<file path="config.mk">
export PLATFORM = sky130hd
export DESIGN_NAME = load_cell_adc_serial_reader_unit
export DESIGN_NICKNAME = d
export VERILOG_FILES = /design/src/hdl/lcr_pkg.sv /design/src/hdl/lcr_cfg.sv /design/src/hdl/lcr_ctrl.sv /design/src/hdl/lcr_dp.sv /design/src/hdl/load_cell_adc_serial_reader_unit.sv
export SDC_FILE = /design/constraint.sdc
export NUM_CORES = 1
export LEC_CHECK = 0
export ABC_AREA = 0
export BUFFER_PORTS_ARGS = -buffer_cell sky130_fd_sc_hd__buf_4
export CAP_MARGIN = 25
export CORE_ASPECT_RATIO = 1.4
export CORE_UTILIZATION = 55
export CTS_CLUSTER_DIAMETER = 60
export DETAILED_ROUTE_END_ITERATION = 7
export PLACE_DENSITY = 0.86
export SLEW_MARGIN = 20
export SYNTH_ARGS = -nofsm -noshare
export SYNTH_HDL_FRONTEND = slang
export SYNTH_SLANG_ARGS = --single-unit
</file>
<file path="constraint.sdc">
create_clock -name clk -period 7.7 [get_ports clk]
set_input_delay 1.54 -clock clk [delete_from_list [all_inputs] [get_ports clk]]
set_output_delay 1.54 -clock clk [all_outputs]
set_load 0.01 [all_outputs]
</file>
<file path="src/hdl/lcr_pkg.sv">
`timescale 1ns / 1ps
// Shared constants, register codes and inter-module types for the load cell reader.
// No dependencies; imported by every module of the block.
package lcr_pkg;

  localparam int DATA_BITS = 24;        // bits clocked out of the converter per conversion
  localparam int SAMPLE_W  = 24;
  localparam int SUM_W     = 32;
  localparam int CNT_W     = 8;
  localparam int GAIN_W    = 2;
  localparam int THR_W     = 24;
  localparam int CNTR_W    = 16;
  localparam int PC_W      = $clog2(DATA_BITS + 1);
  localparam int CMP_W     = ((DATA_BITS > THR_W) ? DATA_BITS : THR_W) + 1;

  // radix-16 restoring divider: four quotient bits per cycle
  localparam int DIV_BITS  = 4;
  localparam int DIV_STEPS = SUM_W / DIV_BITS;
  localparam int DIV_CNT_W = $clog2(DIV_STEPS);

  localparam int APB_AW    = 4;
  localparam int APB_DW    = 32;
  localparam int REG_IDX_W = APB_AW - 2;

  localparam logic [REG_IDX_W-1:0] REG_GAIN = 2'd0;
  localparam logic [REG_IDX_W-1:0] REG_AVG  = 2'd1;
  localparam logic [REG_IDX_W-1:0] REG_THR  = 2'd2;

  localparam logic [GAIN_W-1:0] GAIN_RST = 2'd3;
  localparam logic [CNT_W-1:0]  AVG_RST  = 8'd1;
  localparam logic [THR_W-1:0]  THR_RST  = 24'd50000;

  typedef struct packed {
    logic [GAIN_W-1:0] gain_pulses;
    logic [CNT_W-1:0]  average_count;
    logic [THR_W-1:0]  change_threshold;
  } cfg_t;

  typedef struct packed {
    logic tick;       // apply one accepted request to the datapath state
    logic div_step;   // advance the divider by one step
    logic out_load;   // move the staged result into the output register
  } cmd_t;

  typedef struct packed {
    logic need_avg;   // the pending request completes an average
  } stat_t;

endpackage

</file>
<file path="src/hdl/lcr_cfg.sv">
`timescale 1ns / 1ps
// APB-style configuration registers of the load cell reader.
// Depends on lcr_pkg.
module lcr_cfg (
  input  logic                       clk,
  input  logic                       rst,
  input  logic                       psel,
  input  logic                       penable,
  input  logic                       pwrite,
  input  logic [lcr_pkg::APB_AW-1:0] paddr,
  input  logic [lcr_pkg::APB_DW-1:0] pwdata,
  output logic [lcr_pkg::APB_DW-1:0] prdata,
  output logic                       pready,
  output lcr_pkg::cfg_t              cfg
);
  import lcr_pkg::*;

  logic                 wr_en;
  logic [REG_IDX_W-1:0] idx;

  assign pready = 1'b1;
  assign idx    = paddr[APB_AW-1:2];
  assign wr_en  = psel && penable && pwrite && pready;

  always_ff @(posedge clk) begin
    if (rst) begin
      cfg.gain_pulses      <= GAIN_RST;
      cfg.average_count    <= AVG_RST;
      cfg.change_threshold <= THR_RST;
    end else if (wr_en) begin
      case (idx)
        REG_GAIN: cfg.gain_pulses      <= pwdata[GAIN_W-1:0];
        REG_AVG:  cfg.average_count    <= pwdata[CNT_W-1:0];
        REG_THR:  cfg.change_threshold <= pwdata[THR_W-1:0];
        default: ;
      endcase
    end
  end

  always_comb begin
    case (idx)
      REG_GAIN: prdata = APB_DW'(cfg.gain_pulses);
      REG_AVG:  prdata = APB_DW'(cfg.average_count);
      REG_THR:  prdata = APB_DW'(cfg.change_threshold);
      default:  prdata = '0;
    endcase
  end

endmodule

</file>
<file path="src/hdl/lcr_ctrl.sv">
`timescale 1ns / 1ps
// Controller of the load cell reader: request handshake, divider sequencing,
// result staging and output register occupancy. Depends on lcr_pkg.
module lcr_ctrl (
  input  logic           clk,
  input  logic           rst,
  input  logic           in_valid,
  output logic           in_ready,
  output logic           out_valid,
  input  logic           out_ready,
  input  lcr_pkg::stat_t stat,
  output lcr_pkg::cmd_t  cmd
);
  import lcr_pkg::*;

  localparam logic ST_IDLE = 1'b0;
  localparam logic ST_DIV  = 1'b1;

  logic                 state, state_next;
  logic [DIV_CNT_W-1:0] div_cnt, div_cnt_next;
  logic                 res_full, res_full_next;
  logic                 out_full, out_full_next;
  logic                 accept, move;

  assign in_ready  = (state == ST_IDLE) && !res_full;
  assign accept    = in_valid && in_ready;
  assign move      = res_full && (!out_full || out_ready);
  assign out_valid = out_full;

  always_comb begin
    state_next    = state;
    div_cnt_next  = div_cnt;
    res_full_next = res_full;
    out_full_next = out_full;
    case (state)
      ST_IDLE: begin
        if (accept) begin
          if (stat.need_avg) begin
            state_next   = ST_DIV;
            div_cnt_next = '0;
          end else begin
            res_full_next = 1'b1;
          end
        end
      end
      ST_DIV: begin
        if (div_cnt == DIV_CNT_W'(DIV_STEPS - 1)) begin
          state_next    = ST_IDLE;
          div_cnt_next  = '0;
          res_full_next = 1'b1;
        end else begin
          div_cnt_next = div_cnt + 1'b1;
        end
      end
      default: begin
        state_next   = ST_IDLE;
        div_cnt_next = '0;
      end
    endcase
    if (move) begin
      res_full_next = 1'b0;
      out_full_next = 1'b1;
    end else if (out_ready) begin
      out_full_next = 1'b0;
    end
  end

  always_ff @(posedge clk) begin
    if (rst) begin
      state    <= ST_IDLE;
      div_cnt  <= '0;
      res_full <= 1'b0;
      out_full <= 1'b0;
    end else begin
      state    <= state_next;
      div_cnt  <= div_cnt_next;
      res_full <= res_full_next;
      out_full <= out_full_next;
    end
  end

  always_comb begin
    cmd.tick     = accept;
    cmd.div_step = (state == ST_DIV);
    cmd.out_load = move;
  end

  a_div_entry: assert property (@(posedge clk) disable iff (rst)
    accept && stat.need_avg |=> state == ST_DIV)
    else $error("request needing an average did not start the divider");

  a_div_stage_empty: assert property (@(posedge clk) disable iff (rst)
    state == ST_DIV |-> !res_full)
    else $error("staged result present while dividing");

  a_idle_cnt: assert property (@(posedge clk) disable iff (rst)
    state == ST_IDLE |-> div_cnt == '0)
    else $error("divider step count not cleared in idle");

  a_move_fills_out: assert property (@(posedge clk) disable iff (rst)
    move |=> out_full && !res_full)
    else $error("staged result lost on transfer");

endmodule

</file>
<file path="src/hdl/lcr_dp.sv">
`timescale 1ns / 1ps
// Datapath of the load cell reader: serial clock sequencing, bit capture, change
// counters, running sum, radix-16 divider and output register. Depends on lcr_pkg.
module lcr_dp (
  input  logic                         clk,
  input  logic                         rst,
  input  logic                         dout,
  input  lcr_pkg::cfg_t                cfg,
  input  lcr_pkg::cmd_t                cmd,
  output lcr_pkg::stat_t               stat,
  output logic                         sck,
  output logic                         sample_valid,
  output logic [lcr_pkg::SAMPLE_W-1:0] sample,
  output logic                         average_valid,
  output logic [lcr_pkg::SAMPLE_W-1:0] average,
  output logic [lcr_pkg::CNTR_W-1:0]   rise_count,
  output logic [lcr_pkg::CNTR_W-1:0]   fall_count
);
  import lcr_pkg::*;

  localparam logic [1:0] PH_IDLE = 2'd0;
  localparam logic [1:0] PH_DATA = 2'd1;
  localparam logic [1:0] PH_GAIN = 2'd2;

  // converter interface state
  logic [1:0]           phase, phase_next;
  logic                 clk_lvl, clk_lvl_next;
  logic [PC_W-1:0]      pulse_cnt, pulse_cnt_next;
  logic [DATA_BITS-1:0] shift_word, shift_word_next;

  // statistics
  logic [SUM_W-1:0]     running_sum;
  logic [CNT_W-1:0]     summed;
  logic [DATA_BITS-1:0] prev_sample;
  logic [CNTR_W-1:0]    rise_total, fall_total;

  // divider; the quotient register doubles as the held average
  logic [SUM_W-1:0]     quotient;
  logic [CNT_W-1:0]     remainder;
  logic [CNT_W-1:0]     divisor;

  // staged flags of the last request
  logic                 res_sck, res_sv, res_av;

  logic                 tick_sck, finish;
  logic [PC_W-1:0]      pc_inc;
  logic [1:0]           ph_tmp;
  logic [DATA_BITS-1:0] s;
  logic [SUM_W-1:0]     sum_new;
  logic [CNT_W-1:0]     summed_inc, cnt_eff;
  logic                 avg_done;
  logic [CMP_W-1:0]     s_x, prev_x, thr_x;
  logic                 is_rise, is_fall;

  logic [CNT_W:0]       dv_t;
  logic [CNT_W-1:0]     dv_r;
  logic [SUM_W-1:0]     dv_q;

  always_comb begin
    phase_next      = phase;
    clk_lvl_next    = clk_lvl;
    pulse_cnt_next  = pulse_cnt;
    shift_word_next = shift_word;
    tick_sck        = 1'b0;
    finish          = 1'b0;
    pc_inc          = pulse_cnt;
    ph_tmp          = phase;
    case (phase)
      PH_DATA, PH_GAIN: begin
        if (!clk_lvl) begin
          tick_sck     = 1'b1;
          clk_lvl_next = 1'b1;
          if (phase == PH_DATA) begin
            shift_word_next = {shift_word[DATA_BITS-2:0], dout};
          end
        end else begin
          clk_lvl_next = 1'b0;
          pc_inc       = pulse_cnt + 1'b1;
          if (phase == PH_DATA && pc_inc >= PC_W'(DATA_BITS)) begin
            ph_tmp = PH_GAIN;
            pc_inc = '0;
          end
          if (ph_tmp == PH_GAIN && pc_inc >= PC_W'(cfg.gain_pulses)) begin
            finish = 1'b1;
            ph_tmp = PH_IDLE;
            pc_inc = '0;
          end
          phase_next     = ph_tmp;
          pulse_cnt_next = pc_inc;
        end
      end
      default: begin
        // idle, also the unused phase code
        phase_next   = PH_IDLE;
        clk_lvl_next = 1'b0;
        if (!dout) begin
          phase_next      = PH_DATA;
          pulse_cnt_next  = '0;
          shift_word_next = '0;
        end
      end
    endcase
  end

  // sample completion: offset binary, change detection, running sum
  assign s          = shift_word ^ {1'b1, {(DATA_BITS - 1){1'b0}}};
  assign sum_new    = running_sum + SUM_W'(s);
  assign summed_inc = summed + 1'b1;
  assign cnt_eff    = (cfg.average_count == '0) ? CNT_W'(1) : cfg.average_count;
  assign avg_done   = finish && (summed_inc >= cnt_eff);
  assign s_x        = CMP_W'(s);
  assign prev_x     = CMP_W'(prev_sample);
  assign thr_x      = CMP_W'(cfg.change_threshold);
  assign is_rise    = s_x > prev_x + thr_x;
  assign is_fall    = prev_x > s_x + thr_x;

  assign stat.need_avg = avg_done;

  // DIV_BITS restoring steps per cycle; remainder always stays below the divisor
  always_comb begin
    dv_r = remainder;
    dv_q = quotient;
    dv_t = '0;
    for (int i = 0; i < DIV_BITS; i++) begin
      dv_t = {dv_r, dv_q[SUM_W-1]};
      dv_q = {dv_q[SUM_W-2:0], 1'b0};
      if (dv_t >= {1'b0, divisor}) begin
        dv_t    = dv_t - {1'b0, divisor};
        dv_q[0] = 1'b1;
      end
      dv_r = dv_t[CNT_W-1:0];
    end
  end

  always_ff @(posedge clk) begin
    if (rst) begin
      phase       <= PH_IDLE;
      clk_lvl     <= 1'b0;
      pulse_cnt   <= '0;
      shift_word  <= '0;
      running_sum <= '0;
      summed      <= '0;
      prev_sample <= '0;
      rise_total  <= '0;
      fall_total  <= '0;
      quotient    <= '0;
    end else if (cmd.tick) begin
      phase      <= phase_next;
      clk_lvl    <= clk_lvl_next;
      pulse_cnt  <= pulse_cnt_next;
      shift_word <= shift_word_next;
      if (finish) begin
        prev_sample <= s;
        if (is_rise) rise_total <= rise_total + 1'b1;
        if (is_fall) fall_total <= fall_total + 1'b1;
        if (avg_done) begin
          running_sum <= '0;
          summed      <= '0;
          quotient    <= sum_new;
        end else begin
          running_sum <= sum_new;
          summed      <= summed_inc;
        end
      end
    end else if (cmd.div_step) begin
      quotient <= dv_q;
    end
  end

  always_ff @(posedge clk) begin
    if (cmd.tick) begin
      res_sck   <= tick_sck;
      res_sv    <= finish;
      res_av    <= avg_done;
      remainder <= '0;
      divisor   <= cnt_eff;
    end else if (cmd.div_step) begin
      remainder <= dv_r;
    end
  end

  always_ff @(posedge clk) begin
    if (cmd.out_load) begin
      sck           <= res_sck;
      sample_valid  <= res_sv;
      sample        <= SAMPLE_W'(prev_sample);
      average_valid <= res_av;
      average       <= SAMPLE_W'(quotient);
      rise_count    <= rise_total;
      fall_count    <= fall_total;
    end
  end

endmodule

</file>
<file path="src/hdl/load_cell_adc_serial_reader_unit.sv">
`timescale 1ns / 1ps
// Load cell converter serial reader: one request per serial clock tick, one result each.
// Usage:
//   Input channel (in_valid/in_ready, dout): one request per tick, carrying the
//   converter data line. Output channel (out_valid/out_ready): one result per
//   request with the clock level to drive (sck), the latest sample, the latest
//   average and the rise/fall counters, with sample_valid/average_valid flags.
//   A result is presented once its request has been staged and moved into the output
//   register; a tick that completes an average first runs the divider (32-bit sum,
//   four quotient bits per cycle). A new request is taken only once the last result
//   has left staging and, after a tick that completes an average, the divider is done.
//   When the receiver stalls, one result waits in the output register and one
//   more request is taken and staged; further requests wait.
//   Reset (rst, synchronous) returns the sequencer to waiting for dout low,
//   clears sum, counters, previous sample and held average, and loads the
//   registers with gain_pulses 3, average_count 1, change_threshold 50000.
//   Registers via the APB port: 0x0 gain_pulses, 0x4 average_count,
//   0x8 change_threshold. Write them only while the block is idle.
// Depends on lcr_pkg, lcr_cfg, lcr_ctrl, lcr_dp.
module load_cell_adc_serial_reader_unit (
  input  logic                         clk,
  input  logic                         rst,
  input  logic                         in_valid,
  output logic                         in_ready,
  input  logic                         dout,
  output logic                         out_valid,
  input  logic                         out_ready,
  output logic                         sck,
  output logic                         sample_valid,
  output logic [lcr_pkg::SAMPLE_W-1:0] sample,
  output logic                         average_valid,
  output logic [lcr_pkg::SAMPLE_W-1:0] average,
  output logic [lcr_pkg::CNTR_W-1:0]   rise_count,
  output logic [lcr_pkg::CNTR_W-1:0]   fall_count,
  input  logic                         psel,
  input  logic                         penable,
  input  logic                         pwrite,
  input  logic [lcr_pkg::APB_AW-1:0]   paddr,
  input  logic [lcr_pkg::APB_DW-1:0]   pwdata,
  output logic [lcr_pkg::APB_DW-1:0]   prdata,
  output logic                         pready
);
  import lcr_pkg::*;

  cfg_t  cfg;
  cmd_t  cmd;
  stat_t stat;

  lcr_cfg u_cfg (
    .clk     (clk),
    .rst     (rst),
    .psel    (psel),
    .penable (penable),
    .pwrite  (pwrite),
    .paddr   (paddr),
    .pwdata  (pwdata),
    .prdata  (prdata),
    .pready  (pready),
    .cfg     (cfg)
  );

  lcr_ctrl u_ctrl (
    .clk       (clk),
    .rst       (rst),
    .in_valid  (in_valid),
    .in_ready  (in_ready),
    .out_valid (out_valid),
    .out_ready (out_ready),
    .stat      (stat),
    .cmd       (cmd)
  );

  lcr_dp u_dp (
    .clk           (clk),
    .rst           (rst),
    .dout          (dout),
    .cfg           (cfg),
    .cmd           (cmd),
    .stat          (stat),
    .sck           (sck),
    .sample_valid  (sample_valid),
    .sample        (sample),
    .average_valid (average_valid),
    .average       (average),
    .rise_count    (rise_count),
    .fall_count    (fall_count)
  );

endmodule

</file>
# Word-level counts from Yosys, hierarchy flattened
# Cells that the tools add are included.
[totals]
inputBits = 44
ram_bits = 0
mem_bits_ro = 0
latchBits = 0
regBits = 302
memories = 0
[op_classes]
n_mux = 53
bitwise = 2
order_cmp = 9
div_mod_pow = 0
add_sub_neg = 12
n_reduce_logical = 29
mul = 0
n_eq_ne = 16
shifts = 0
[ops]
columns = ["operator", "count"]
rows = [
  ["two-way mux 32 bit", 5],
  ["two-way mux 24 bit", 4],
  ["case mux 24 bit (3 select lines)", 1],
  ["adder 24 x 24 -> 25 bit", 2],
  ["greater-than comparator 24 x 25 -> 1 bit", 2],
  ["two-way mux 8 bit", 6],
  ["greater-or-equal comparator 9 x 8 -> 1 bit", 4],
  ["two-way mux 5 bit", 7],
  ["adder 16 x 1 -> 16 bit, second input constant", 2],
  ["adder 32 x 24 -> 32 bit", 1],
  ["subtractor 8 bit", 4],
  ["two-way mux 1 bit", 18],
  ["AND reduction 3 bit", 5],
  ["two-way mux 2 bit", 6],
  ["AND reduction 2 bit", 6],
  ["!= test 2 x 1 -> 1 bit, second input constant", 5],
  ["!= test 2 bit, second input constant", 5],
  ["two-way mux 3 bit", 3],
  ["adder 8 x 1 -> 8 bit, second input constant", 1],
  ["greater-or-equal comparator 8 bit", 1],
  ["logical AND 1 bit", 8],
  ["logical NOT 8 bit", 1],
  ["== test 2 bit, second input constant", 3],
  ["case mux 3 bit (2 select lines)", 1],
  ["other kinds (14)", 20],
]

# Depth between registers and ports, before layout
[depth]
ltp_word = 15
mapped_depth = 37
depth_no_buf = 34

# By module
# From an unflattened synthesis, not the netlist that was laid out.
[hier_totals]
cells_unflattened = 1985
area_unflattened_um2 = 18343.8
[by_module_without_submodules]
columns = ["mod", "area_each_um2", "seq_area_each_um2", "cells_each", "n_inst"]
rows = [
  ["lcr_dp", 16211.8, 6185.9, 1762, 1],
  ["lcr_cfg", 1799.2, 680.7, 190, 1],
  ["lcr_ctrl", 332.8, 120.1, 33, 1],
]

# Worst setup path before layout
# Ideal clock, no wire load.
[synth_path]
path_type = "input to register"
from = "in out_ready"
to = "reg u_dp.average[0] in the netlist's numbering, enable pin"
t_arrival_ns = 7.651
setup_ns = 0.653
t_required_ns = 7.047
path_stages = 2
path_slack_ns = -0.604
path_cell_list = "inv_1 -> a21boi_0"
[synth_between]
elab_chain_len = 2
[synth_rtl]
columns = ["element", "line", "rtl"]
rows = [
  ["start: declaration", "load_cell_adc_serial_reader_unit.sv:27", "input logic out_ready,"],
  ["logical OR 1 bit", "lcr_ctrl.sv:27", "assign move = res_full && (!out_full || out_ready);"],
  ["logical AND 1 bit", "lcr_ctrl.sv:27", ""],
  ["named net u_ctrl.move", "lcr_ctrl.sv:23", "logic accept, move;"],
  ["end signal: assignment", "lcr_dp.sv:188", "average <= SAMPLE_W'(quotient);"],
  ["end: declaration", "lcr_dp.sv:15", "output logic [lcr_pkg::SAMPLE_W-1:0] average,"],
]
# The timed path passes the listed nets, and every way through them passes these cells.
# A chain may end at the register's enable or synchronous reset.

# Worst setup path in the final report
[layout_path]
from = "reg u_dp.divisor[2]"
to = "reg u_dp.remainder[0]"
[layout_between]
elab_chain_len = 8
word_cells_on_any_way = 11
[layout_rtl]
columns = ["element", "line", "rtl"]
rows = [
  ["start: declaration", "lcr_dp.sv:40", "logic [CNT_W-1:0] divisor;"],
  ["start signal: assignment", "lcr_dp.sv:176", "divisor <= cnt_eff;"],
  ["subtractor 8 bit or greater-or-equal comparator 9 x 8 -> 1 bit (tied branches)", "lcr_dp.sv:128, lcr_dp.sv:127", ""],
  ["two-way mux 8 bit", "lcr_dp.sv:127", "if (dv_t >= {1'b0, divisor}) begin"],
  ["subtractor 8 bit or greater-or-equal comparator 9 x 8 -> 1 bit (tied branches)", "lcr_dp.sv:128, lcr_dp.sv:127", ""],
  ["two-way mux 8 bit", "lcr_dp.sv:127", ""],
  ["subtractor 8 bit or greater-or-equal comparator 9 x 8 -> 1 bit (tied branches)", "lcr_dp.sv:128, lcr_dp.sv:127", ""],
  ["two-way mux 8 bit", "lcr_dp.sv:127", ""],
  ["greater-or-equal comparator 9 x 8 -> 1 bit *", "lcr_dp.sv:127", ""],
  ["two-way mux 8 bit *", "lcr_dp.sv:127", ""],
  ["end signal: assignment", "lcr_dp.sv:178", "remainder <= dv_r;"],
  ["end: declaration", "lcr_dp.sv:39", "logic [CNT_W-1:0] remainder;"],
]
# Every way passes the cells marked *; elsewhere a longest branch is shown, timed or not.

==> out/metrics.csv <==
stage,metric,value,unit
global_routing,grt_first_pass_wirelength,77700,um
run,cap_violations,0,
worst_hold_path,hold_class,reg -> reg,
synth,yosysWarningCount,0,
worst_hold_path,whs_path_depth,0,
floorplanning,dieArea,33660,um2
synth,ys.flop_type,dfxtp_1,
power_and_ir_drop,total_power,3.557,mW
clock_network,clk_pin_slew,0.07,ns
synth,synth_edf_count,94,
drt,drc,0,
timing,worst_pin_slew,1.062,ns
placement,port_buffers,142,
clock_network,h-tree-depth,1,
setup_path,cpPeakStageDelay,0.44,ns
drt,firstDrtPassIters,5,
timing,relSlewSlack,29.11,%
power_and_ir_drop,peakVddDrop,0.0001632,V
timing,min_period,7.246,ns
global_routing,track_usage,28.45,%
drt,wire_per_inst,18.53,um
synth,ys_seq_elements,302,
layout,synthToLayoutAreaGrowth,15.40,%
floorplanning,core-area,32400,um2
power_and_ir_drop,power.leakage,8.552,nW
clock_network,clock_sinks,302,
global_routing,grt_max_degree,99,
clock_network,cts_tree,yes,
synth,syn_inst,2030,
setup_path,critPathCaptureType,flip-flop,
worst_hold_path,worstHoldStart,u_dp.res_av$_DFFE_PP_,
setup_path,r2r_cells,32,
synth,async_flop_share,0,%
power_and_ir_drop,power_density,170.2,nW/um2
setup_path,crit_fanout,9,
clock_network,clk_path_buf_depth,3,
synth,ys_types,77,
layout,nets,2375,
placement,place.gp.congestion,0.9419,
setup_path,worstPathRequired,8.17,ns
clock_network,cts_root_buf,clkbuf_16,
drt,routed_wl,48470,um
setup_path,crit_path_start,u_dp.divisor[2]$_DFFE_PP_,
timing,tns,0,ns
floorplanning,initial_core_util,55.88,%
synth,avgSynthCellArea,8.919,um2
clock_network,clk_latency,0.59,ns
drt,dr.first_iter.drc_count,1275,
placement,hpwlAfterDp,35400,um
floorplanning,die_w,155.3,um
layout,diodes,0,
setup_path,path_class,reg -> reg,
drt,antenna_left,0,
timing,timing.fmax,0.1380,GHz
timing,finalHoldViolCount,0,
timing,finalCritPeriodShare,94.10,%
global_routing,grt_pass1_vias,15790,
setup_path,cp_data_arrival_time,7.71,ns
timing,setup_violations,0,
setup_path,reg2reg_from,u_dp.divisor[2]$_DFFE_PP_,
floorplanning,io_pins,162,
drt,vias_per_cell,6.135,
global_routing,antenna_found_initial,0,
synth,mappedNetlistArea,18100,um2
setup_path,cp_slowest_cell,or3_4,
run_status,status,finished clean,
timing,slew_viol_final,0,
synth,seq_area_frac_synth,38.59,%
layout,fillCellCount,2637,
layout,layout-drive-gt1-share,13.60,%
floorplanning,fp.dieH,216.7,um
floorplanning,rows,78,
timing,fin_skew,0.02708,ns
drt,vias,16050,
clock_network,numCtsBuffers,29,
setup_path,critPathLaunchType,flip-flop,
global_routing,grt_overflow,0,
setup_path,cp_common_cell,buf_4,
## power breakdown
part	switching, mW	internal (mW)	leakage, nW
clock network	0.658	0.976	0.537
logic	0.144	0.0889	5.40
registers	0.0152	1.68	2.62
## cell usage after synthesis, types with 19 or more instances
library cell	count	area, um2
and2_1	21	131.4
nor3_1	28	140.1
dfxtp_1	208	4164
mux2i_1	28	280.3
xnor2_1	56	490.5
inv_1	79	296.5
o21ai_0	84	420.4
o31ai_1	22	165.2
a21o_1	38	285.3
a21oi_1	180	900.9
and3_1	24	150.1
nand2_1	228	855.8
nor2b_1	25	156.4
edfxtp_1	94	2823
a211oi_1	19	142.6
xor2_1	37	324.1
ha_1	171	2140
nor2_1	156	585.6
o21a_1	28	210.2
a22oi_1	40	300.3
nand3_1	64	320.3
nand4_1	34	212.7
clkbuf_1	82	307.8
## area by class of cell
class                           instances  area [um2]  area share, %
Clock buffer                           37       828.3          3.964
Clock inverter                         17       284.0          1.359
Tap cell                              440       550.5          2.635
Multi-Input combinational cell       1553       10520          50.37
Sequential cell                       302        6987          33.44
Inverter                               81       304.0          1.455
Timing Repair Buffer                  186        1416          6.779
## layout by cell type, fill, tap and decap left out, types with 56 or more instances in the layout
cell type and instances:
nand2_1 228, dfxtp_1 208, buf_4 185, a21oi_1 177, ha_1 169, nor2_1 155
edfxtp_1 94, inv_1 79, o21ai_0 79, nand3_1 64, xnor2_1 56
## cell families after synthesis
kind of cell | after synthesis | synth area share (%)
other cells | 2 | 0.04148
simple gates | 675 | 17.82
buf+inv | 182 | 4.077
fa+ha+maj | 178 | 12.59
xor+xnor | 93 | 4.499
compound gates | 553 | 19.78
flops | 302 | 38.59
mux | 45 | 2.605
## critical path: cells and delay by family (launching register included)
kind	cells	cell delay [ns]
compound gates	14	2.47
fa+ha+maj	4	1.25
simple gates	5	1.12
mux	4	1.04
buf+inv	5	0.86
flops	1	0.38
## routing by layer
layer | up-vias | part of all wire, % | GRT usage (%)
met2 | 582 | 50 | 50.72
met4 | 0 | 5.6 | 16.41
met3 | 147 | 5.3 | 2.879
met1 | 7657 | 39 | 32.91
met5 | - | 0 | 0
li1 | 7663 | - | -
## sequential cells by signal (all words and copies together), names as in the netlist, 24 cells and up
register and flops:
u_dp.average 24, u_dp.prev_sample 24, u_dp.quotient 32, u_cfg.cfg 34, u_dp.running_sum 32, u_dp.shift_word 24
u_dp.sample 24
## worst paths after layout
| path | end | slack [ns] |
|---|---|---|
| worst max-delay path | u_dp.remainder[0]$_SDFFE_PP0P_ | 0.45 |
| worst min-delay path | u_dp.average_valid$_DFFE_PP_ | 0.42 |
| worst max register to register | u_dp.remainder[0]$_SDFFE_PP0P_ | 0.45 |
| worst min register to register | u_dp.average_valid$_DFFE_PP_ | 0.42 |
## timing repair
action,in CTS,in global routing
setup endpoints to repair,0,9
hold buffers,0,0
gates resized for setup,0,21
setup buffers,0,3
## per-stage QoR
stage	utilization [%]	cells	hold slack, ns	setup WS (ns)	area [um2]
after CTS	64.06	2612	0.4215	0.08541	20760
after global routing	64.48	2616	0.4312	-0.04451	20890
after detailed placement	60.63	2558	0.4074	0.1294	19640
after global placement	60.63	2558	0.4062	0.2411	19640
final	64.48	2616	0.4195	0.4542	20890
after floorplan	-	2037	0.4003	0.05584	18130
(Power assumes the default switching activity.)
